[src/sv/pdve_pkg.sv]
// pdve_pkg: constants shared by the position delta varint encoder
// no dependencies; imported by pdve_delta, pdve_varint and the top level
`timescale 1ns / 1ps
`default_nettype none

package pdve_pkg;

	// input field widths
	localparam int OFFSET_BITS = 31;
	localparam int SOURCE_BITS = 32;
	localparam int S_TDATA_BITS = 64;

	// widest supported integer width
	localparam int MAX_INT_BITS = 64;

	// digit width of the serial subtractor
	localparam int DIGIT_BITS = 8;

	// varint byte layout
	localparam int BYTE_BITS = 8;
	localparam int PAYLOAD_BITS = 7;
	localparam int MORE_BIT = 7;

endpackage

`default_nettype wire

[src/sv/pdve_delta.sv]
// pdve_delta: digit-serial subtraction of the previous entry, flag fold and zig-zag
// depends on pdve_pkg; holds the previous offset and source position
`timescale 1ns / 1ps
`default_nettype none

module pdve_delta #(
	parameter int INT_BITS = 32
) (
	input  wire logic                clk,
	input  wire logic                arst_n,
	input  wire logic                in_valid,
	output logic                     in_ready,
	input  wire logic [INT_BITS-1:0] off_in,
	input  wire logic [INT_BITS-1:0] src_in,
	input  wire logic                stmt_in,
	output logic                     res_valid,
	input  wire logic                res_ready,
	output logic [INT_BITS-1:0]      off_code,
	output logic [INT_BITS-1:0]      src_code,
	output logic                     res_err
);
	import pdve_pkg::*;

	localparam int NDIG = (INT_BITS + DIGIT_BITS - 1) / DIGIT_BITS;
	localparam int PW = NDIG * DIGIT_BITS;
	localparam int CW = (NDIG > 1) ? $clog2(NDIG) : 1;

	logic [PW-1:0] a_off_q, b_off_q, a_src_q, b_src_q;
	logic          br_off_q, br_src_q;
	logic          busy_q, done_q, stmt_q, err_q;
	logic [CW-1:0] cnt_q;

	logic [DIGIT_BITS:0]   sub_off, sub_src;
	logic [INT_BITS-1:0]   d_off, folded, d_src;
	logic                  last_digit;

	// one digit of each difference per cycle, borrow carried between digits
	assign sub_off = {1'b0, a_off_q[DIGIT_BITS-1:0]} - {1'b0, b_off_q[DIGIT_BITS-1:0]}
		- (DIGIT_BITS + 1)'(br_off_q);
	assign sub_src = {1'b0, a_src_q[DIGIT_BITS-1:0]} - {1'b0, b_src_q[DIGIT_BITS-1:0]}
		- (DIGIT_BITS + 1)'(br_src_q);
	assign last_digit = (cnt_q == CW'(NDIG - 1));

	assign in_ready = !busy_q && !done_q;
	assign res_valid = done_q;
	assign res_err = err_q;

	// flag fold and zig-zag, bitwise over the finished differences
	assign d_off = a_off_q[INT_BITS-1:0];
	assign d_src = a_src_q[INT_BITS-1:0];
	assign folded = stmt_q ? d_off : ~d_off;
	assign off_code = {folded[INT_BITS-2:0], 1'b0} ^ {INT_BITS{folded[INT_BITS-1]}};
	assign src_code = {d_src[INT_BITS-2:0], 1'b0} ^ {INT_BITS{d_src[INT_BITS-1]}};

	// control state and previous-entry registers
	always_ff @(posedge clk or negedge arst_n) begin
		if (!arst_n) begin
			busy_q <= 1'b0;
			done_q <= 1'b0;
			cnt_q <= '0;
			b_off_q <= '0;
			b_src_q <= '0;
		end else begin
			if (in_valid && in_ready) begin
				busy_q <= 1'b1;
				cnt_q <= '0;
			end else if (busy_q) begin
				// current digit moves into the previous-entry register as it is used
				b_off_q <= {a_off_q[DIGIT_BITS-1:0], b_off_q[PW-1:DIGIT_BITS]};
				b_src_q <= {a_src_q[DIGIT_BITS-1:0], b_src_q[PW-1:DIGIT_BITS]};
				cnt_q <= cnt_q + CW'(1);
				if (last_digit) begin
					busy_q <= 1'b0;
					done_q <= 1'b1;
				end
			end else if (done_q && res_ready) begin
				done_q <= 1'b0;
			end
		end
	end

	// operand shift registers; difference digits fill in from the top
	always_ff @(posedge clk) begin
		if (in_valid && in_ready) begin
			a_off_q <= PW'(off_in);
			a_src_q <= PW'(src_in);
			br_off_q <= 1'b0;
			br_src_q <= 1'b0;
			stmt_q <= stmt_in;
		end else if (busy_q) begin
			a_off_q <= {sub_off[DIGIT_BITS-1:0], a_off_q[PW-1:DIGIT_BITS]};
			a_src_q <= {sub_src[DIGIT_BITS-1:0], a_src_q[PW-1:DIGIT_BITS]};
			br_off_q <= sub_off[DIGIT_BITS];
			br_src_q <= sub_src[DIGIT_BITS];
			// final borrow of the offset lane means it went backwards
			if (last_digit) begin
				err_q <= sub_off[DIGIT_BITS];
			end
		end
	end

endmodule

`default_nettype wire

[src/sv/pdve_varint.sv]
// pdve_varint: 7-bit varint byte emitter with a registered output stage
// depends on pdve_pkg; fed with the two zig-zag codes of one entry
`timescale 1ns / 1ps
`default_nettype none

module pdve_varint #(
	parameter int INT_BITS = 32
) (
	input  wire logic                        clk,
	input  wire logic                        arst_n,
	input  wire logic                        code_valid,
	output logic                             code_ready,
	input  wire logic [INT_BITS-1:0]         off_code,
	input  wire logic [INT_BITS-1:0]         src_code,
	input  wire logic                        err_in,
	output logic                             out_valid,
	input  wire logic                        out_ready,
	output logic [pdve_pkg::BYTE_BITS-1:0]   out_byte,
	output logic                             out_last,
	output logic                             out_err
);
	import pdve_pkg::*;

	logic [INT_BITS-1:0]  sh_q, src_q;
	logic                 busy_q, sel_q, err_q;
	logic                 ov_q, olast_q, oerr_q;
	logic [BYTE_BITS-1:0] obyte_q;
	logic                 more, step;

	// more bytes follow while any bit above the payload is set
	assign more = |sh_q[INT_BITS-1:PAYLOAD_BITS];
	assign step = busy_q && (!ov_q || out_ready);

	assign code_ready = !busy_q;
	assign out_valid = ov_q;
	assign out_byte = obyte_q;
	assign out_last = olast_q;
	assign out_err = oerr_q;

	// control and output valid
	always_ff @(posedge clk or negedge arst_n) begin
		if (!arst_n) begin
			busy_q <= 1'b0;
			sel_q <= 1'b0;
			ov_q <= 1'b0;
		end else begin
			if (code_valid && code_ready) begin
				busy_q <= 1'b1;
				sel_q <= 1'b0;
			end else if (step) begin
				if (!more) begin
					sel_q <= 1'b1;
					if (sel_q) begin
						busy_q <= 1'b0;
					end
				end
			end
			if (step) begin
				ov_q <= 1'b1;
			end else if (out_ready) begin
				ov_q <= 1'b0;
			end
		end
	end

	// code shift register and output byte
	always_ff @(posedge clk) begin
		if (code_valid && code_ready) begin
			sh_q <= off_code;
			src_q <= src_code;
			err_q <= err_in;
		end else if (step) begin
			if (more) begin
				sh_q <= sh_q >> PAYLOAD_BITS;
			end else begin
				sh_q <= src_q;
			end
		end
		if (step) begin
			obyte_q <= {more, sh_q[PAYLOAD_BITS-1:0]};
			olast_q <= !more && sel_q;
			oerr_q <= err_q;
		end
	end

endmodule

`default_nettype wire

[src/sv/position_delta_varint_encoder_unit.sv]
// channel | dir | tdata                          | tuser          | tlast
// s_*     | in  | code_offset, source_pos        | statement_flag | -
// m_*     | out | code_byte                      | order_error    | last_of_entry
//
// an entry is subtracted over ceil(INT_BITS/8) digits (4 at 32 bits) and handed to the emitter,
// then emitted one byte per cycle while m_tready is high, 2 to 2*ceil(INT_BITS/7) bytes (10 at 32 bits)
// the next entry is subtracted while the previous one is still being emitted
// arst_n clears the previous offset and source position to zero
// m_tready low holds the output byte; the emitter and then s_tready stall behind it
//
// position_delta_varint_encoder_unit: top level of the position delta varint encoder
// depends on pdve_pkg, pdve_delta and pdve_varint
`timescale 1ns / 1ps
`default_nettype none

module position_delta_varint_encoder_unit #(
	parameter int INT_BITS = 32
) (
	input  wire logic                             clk,
	input  wire logic                             arst_n,
	input  wire logic                             s_tvalid,
	output logic                                  s_tready,
	// [30:0] code_offset, [62:31] source_pos, [63] zero pad
	input  wire logic [pdve_pkg::S_TDATA_BITS-1:0] s_tdata,
	// [0] statement_flag
	input  wire logic                             s_tuser,
	output logic                                  m_tvalid,
	input  wire logic                             m_tready,
	// [7:0] code_byte
	output logic [pdve_pkg::BYTE_BITS-1:0]        m_tdata,
	// [0] order_error
	output logic                                  m_tuser,
	output logic                                  m_tlast
);
	import pdve_pkg::*;

	logic [MAX_INT_BITS-1:0] off_ext, src_ext;
	logic [INT_BITS-1:0]     off_w, src_w, off_code, src_code;
	logic                    delta_valid, code_ready, delta_err;

	// offset zero-extended, source sign-extended, both cut to the integer width
	assign off_ext = {{(MAX_INT_BITS - OFFSET_BITS){1'b0}}, s_tdata[OFFSET_BITS-1:0]};
	assign src_ext = {{(MAX_INT_BITS - SOURCE_BITS){s_tdata[OFFSET_BITS+SOURCE_BITS-1]}},
		s_tdata[OFFSET_BITS+SOURCE_BITS-1:OFFSET_BITS]};
	assign off_w = off_ext[INT_BITS-1:0];
	assign src_w = src_ext[INT_BITS-1:0];

	// serial differences and zig-zag codes
	pdve_delta #(
		.INT_BITS(INT_BITS)
	) u_delta (
		.clk      (clk),
		.arst_n   (arst_n),
		.in_valid (s_tvalid),
		.in_ready (s_tready),
		.off_in   (off_w),
		.src_in   (src_w),
		.stmt_in  (s_tuser),
		.res_valid(delta_valid),
		.res_ready(code_ready),
		.off_code (off_code),
		.src_code (src_code),
		.res_err  (delta_err)
	);

	// varint byte emission
	pdve_varint #(
		.INT_BITS(INT_BITS)
	) u_varint (
		.clk       (clk),
		.arst_n    (arst_n),
		.code_valid(delta_valid),
		.code_ready(code_ready),
		.off_code  (off_code),
		.src_code  (src_code),
		.err_in    (delta_err),
		.out_valid (m_tvalid),
		.out_ready (m_tready),
		.out_byte  (m_tdata),
		.out_last  (m_tlast),
		.out_err   (m_tuser)
	);

`ifndef SYNTH
	// the final byte of an entry never carries the continuation bit
	a_last_no_more: assert property (@(posedge clk) disable iff (!arst_n)
		m_tvalid && m_tlast |-> !m_tdata[MORE_BIT])
		else $error("last byte of entry has continuation bit set");

	// input is only taken while no finished difference is waiting
	a_ready_when_empty: assert property (@(posedge clk) disable iff (!arst_n)
		s_tready |-> !delta_valid)
		else $error("input ready while a difference result is pending");

	// the subtractor is busy in the cycle after an item is taken
	a_busy_after_accept: assert property (@(posedge clk) disable iff (!arst_n)
		s_tvalid && s_tready |=> !s_tready && !delta_valid)
		else $error("subtractor not busy after accepting an item");
`endif

endmodule

`default_nettype wire

[config.mk]
export PLATFORM = sky130hd
export DESIGN_NAME = position_delta_varint_encoder_unit
export DESIGN_NICKNAME = d
export VERILOG_FILES = /design/src/sv/pdve_pkg.sv /design/src/sv/pdve_delta.sv /design/src/sv/pdve_varint.sv /design/src/sv/position_delta_varint_encoder_unit.sv
export SDC_FILE = /design/constraint.sdc
export NUM_CORES = 1
export LEC_CHECK = 0
export BUFFER_PORTS_ARGS = -buffer_cell sky130_fd_sc_hd__buf_4
export CAP_MARGIN = 20
export CORE_MARGIN = 5
export CORE_UTILIZATION = 54
export CTS_CLUSTER_DIAMETER = 40
export DETAILED_ROUTE_END_ITERATION = 10
export PLACE_DENSITY = 0.73
export SYNTH_ARGS = -nofsm -noshare
export SYNTH_HDL_FRONTEND = slang
export SYNTH_SLANG_ARGS = --single-unit
export TNS_END_PERCENT = 5
[constraint.sdc]
create_clock -name clk -period 2.8 [get_ports clk]
set_input_delay 0.56 -clock clk [delete_from_list [all_inputs] [get_ports clk]]
set_output_delay 0.56 -clock clk [all_outputs]
set_load 0.01 [all_outputs]
==> run summary <==
Setup repair after global routing left no endpoint under its margin. In this run the worst hold path is classified as in2async. STA classifies the critical path endpoint as a flop. The number of detailed-route iterations in the first pass came out at 5. Clock-pin slew was measured on the worst setup and hold paths at 0.06 ns. The total DRC errors in the routed layout came out at 0. The critical-path maximum fanout is 3. After detailed routing, the average wire length per cell comes to 17.8 um. The final number of max-transition violations was 0. Global routing used 19.9% of the available tracks across all layers.

The run finished with clean final reports. The number of placed I/O pins came out at 81. The floorplan step set the die height to 147 um.

The share of synthesized registers carrying an async set or reset came out at 33.2%. The number of buffers inserted during clock tree synthesis came out at 31. The cell count after synthesis came out at 860. For the final database, setup skew stands at 0.0215 ns. The relative slew slack came out at 33.5%. The pre-CTS setup slack is 0.395 ns. After layout, the worst path uses 87.1% of the clock period. The initial antenna violation count came out at 0.

Fill cells in the final layout number 1421. The total number of clock tree sinks is 214. The floorplan step set the die width to 147 um. Setup violations remaining at the end of the flow were counted as 0.

The total count of hold-check failures in the final report is 0. The setup TNS after final layout is 0 ns. The footprint of the multi-input gates came out at 0.00364 mm^2.

The via count is 6456. The pin slew with the least headroom to its limit is 0.996 ns. Registers take 0.00604 mm^2. In the post-route analysis, the smallest setup slack over all paths is 0.360 ns.

The number of diodes is 0. Traced cell by cell, the critical path runs through fa_1, ha_1, o21ai_0, a2111oi_0, o21a_1, o31ai_1. The area growth from synthesis to final layout is 18.9%. The clock passes through at most 3 buffers.

The critical path data required time came out at 3.09 ns. The final estimated routing congestion in global placement came out at 0.862. Across the run, the number of max-cap violations was 0. The minimum hold slack is 0.139 ns. Entering global routing, the biggest net connects 72 pins. The mean instance size in the synthesized netlist came out at 11.8 um^2. For this block, the routed nets add up to 21.6 mm of wire. The share of synthesized area occupied by flip-flops and latches is 59.4%. The clock latency of the later-clocked register in the worst-skew pair came out at 0.54 ns. The number of gates resized after CTS was 0.

The number of H-tree branching levels is 1. Based on the critical path, the design can be clocked at up to 0.410 GHz. The data arrival at the endpoint of the critical path is 2.73 ns. The cell area power density is 1310 mW/mm^2. The number of violations reported at the end of detailed-routing iteration 0 is 498. The final-stage net count is 1053. The stage delay of the slowest cell on the critical path came out at 0.56 ns. The leftover overflow at the end of global routing is 0.

The count of cell types in the netlist came out at 46. The register bit total from synthesis is 214. The detailed-route vias per instance came out at 5.34. The count of buffers added by post-CTS timing repair for setup is 0. The startpoint class of the critical path is a flop. During synthesis, Yosys emitted a total of 0 warnings.

The number of port buffers came out at 79. The residual antenna-violating net count after detailed routing is 0. The area of the die came out at 0.0217 mm^2.

The total standard cell area after synthesis is 0.0102 mm^2. The TritonCTS clock tree is done. The cts-stage hold buffer count came out at 0. The critical-path cell with the highest stage delay is sky130_fd_sc_hd__a2111oi_0.

The most used flip-flop cell after synthesis is sky130_fd_sc_hd__edfxtp_1. The total half-perimeter wirelength after legalization and detailed placement is 15.0 mm. The number of nets produced by synthesis came out at 962. The worst IR drop on VDD came out at 782 uV. The reported leakage power came out at 5.08 nW. Once the floorplan was initialized, standard cells occupied 54.5% of the core. The number of enable-type register cells in the synthesized netlist came out at 140. The region available for standard cell placement spans 0.0186 mm^2. The wire length of the first global-routing pass came out at 33.8 mm. The initialized floorplan defines 50 standard-cell rows.

The fraction of final layout cells sized beyond drive strength 1 is 25.3%. The worst path needs 2.44 ns of the cycle, external delays included. The via count of the first global-routing pass is 6339. By startpoint and endpoint, the worst setup path is classified as reg2reg.

The cell at the root of the clock tree is sky130_fd_sc_hd__clkbuf_16.
[stage by stage]
step                      total power [W]  std cells  util [%]  instance area [um^2]
after floorplan                    0.0104        860         -                 10200
after global placement             0.0118       1152      59.2                 11000
after detailed placement           0.0120       1152      59.2                 11000
after CTS                          0.0159       1209      64.8                 12100
after global routing               0.0169       1209      64.8                 12100
final                              0.0158       1209      64.8                 12100
[cell usage in the layout (no fill, tap or decap), types with 4 or more instances in the layout]
master	netlist	layout
sky130_fd_sc_hd__clkinvlp_4	0	6
sky130_fd_sc_hd__inv_1	70	70
sky130_fd_sc_hd__and2_1	4	4
sky130_fd_sc_hd__nor3_1	12	12
sky130_fd_sc_hd__fa_1	4	4
sky130_fd_sc_hd__clkbuf_8	0	4
sky130_fd_sc_hd__o21ai_0	13	13
sky130_fd_sc_hd__buf_4	0	97
sky130_fd_sc_hd__nor3_2	20	20
sky130_fd_sc_hd__o31a_1	24	24
sky130_fd_sc_hd__nor2_1	23	23
sky130_fd_sc_hd__a21oi_1	18	18
sky130_fd_sc_hd__ha_1	29	29
sky130_fd_sc_hd__xor2_1	36	36
sky130_fd_sc_hd__nor4_1	6	6
sky130_fd_sc_hd__edfxtp_1	140	140
sky130_fd_sc_hd__clkbuf_16	0	33
sky130_fd_sc_hd__xnor2_1	38	38
sky130_fd_sc_hd__o22ai_1	7	7
sky130_fd_sc_hd__dfrtp_1	71	70
sky130_fd_sc_hd__mux2_2	60	60
sky130_fd_sc_hd__nand2b_1	5	5
sky130_fd_sc_hd__nand2_1	196	195
sky130_fd_sc_hd__nand3_1	4	4
[flip-flops by register name, indices dropped and copies added, names as in the netlist, 2 cells and up]
signal	cells
u_delta.a_off_q	32
u_delta.a_src_q	32
u_delta.b_off_q	32
u_delta.b_src_q	32
u_varint.sh_q	32
u_varint.src_q	32
u_varint.out_byte	8
u_delta.cnt_q	2
[cell usage after synthesis, types with 5 or more instances]
cell,number,area [um^2]
sky130_fd_sc_hd__nor3_2,20,200
sky130_fd_sc_hd__nand2b_1,5,31.3
sky130_fd_sc_hd__buf_2,17,85.1
sky130_fd_sc_hd__nor4_1,6,37.5
sky130_fd_sc_hd__edfxtp_1,140,4200
sky130_fd_sc_hd__clkbuf_1,20,75.1
sky130_fd_sc_hd__nor3_1,12,60.1
sky130_fd_sc_hd__inv_1,70,263
sky130_fd_sc_hd__xor2_1,36,315
sky130_fd_sc_hd__o21ai_0,13,65.1
sky130_fd_sc_hd__ha_1,29,363
sky130_fd_sc_hd__nor2_1,23,86.3
sky130_fd_sc_hd__o22ai_1,7,43.8
sky130_fd_sc_hd__mux2_2,60,676
sky130_fd_sc_hd__buf_6,5,56.3
sky130_fd_sc_hd__dfrtp_1,71,1780
sky130_fd_sc_hd__a21oi_1,18,90.1
sky130_fd_sc_hd__o31a_1,24,210
sky130_fd_sc_hd__xnor2_1,38,333
sky130_fd_sc_hd__nand2_1,196,736
[critical path, delay by kind of cell (launching register included)]
family / cells / cell delay, ns
AO/OA/AOI/OAI: 4 / 0.99
adder cells (fa/ha/maj): 2 / 0.73
flip-flops: 1 / 0.48
[worst paths after layout]
check                           slack (ns)                         start                        endpoint  cells after the start
max in group asynchronous             2.06                        arst_n        u_delta.busy_q$_DFF_PN0_                      1
worst max-delay path                  0.36  u_delta.a_src_q[0]$_DFFE_PP_   u_delta.a_src_q[31]$_DFFE_PP_                      6
min in group clk                      0.20                       s_tuser        u_delta.stmt_q$_DFFE_PP_                      1
worst min-delay path                  0.14                        arst_n   u_delta.res_valid$_DFFE_PN0P_                      1
worst min register to register        0.42    u_varint.sh_q[0]$_DFFE_PP_  u_varint.out_byte[0]$_DFFE_PP_                      0
worst max register to register        0.36  u_delta.a_src_q[0]$_DFFE_PP_   u_delta.a_src_q[31]$_DFFE_PP_                      6
[cell type report]
cell class                 count  area share (%)
timing repair buffer         100            6.52
multi-input combinational    531            30.1
inverter                      73            2.27
clock inverter                20            1.41
tap                          234            2.42
clock buffer                  37            7.29
sequential                   214            50.0
[layer usage]
| layer | track usage (%) | vias up | part of all wire, % |
|---|---|---|---|
| met5 | 0 | - | 0 |
| met4 | 5.64 | 0 | 1.9 |
| met3 | 3.76 | 31 | 7.0 |
| met2 | 31.4 | 224 | 47 |
| met1 | 28.7 | 3084 | 44 |
| li1 | - | 3117 | - |
[power breakdown]
group / switching, W / internal (W)
Combinational: 0.00325 / 0.00285
Sequential: 0.000816 / 0.00507
Clock: 0.00147 / 0.00236
[logic make-up after synthesis]
group,share of synthesized area [%]
and+or+nand+nor,12.5
xor gates and xnor gates,6.38
buffers and inverters,4.82
adders and majority gates,4.36
DFF,59.4
AOI/OAI and AO/OA,5.78
muxes,6.74
No activity file was read; power rests on OpenSTA's default activity.
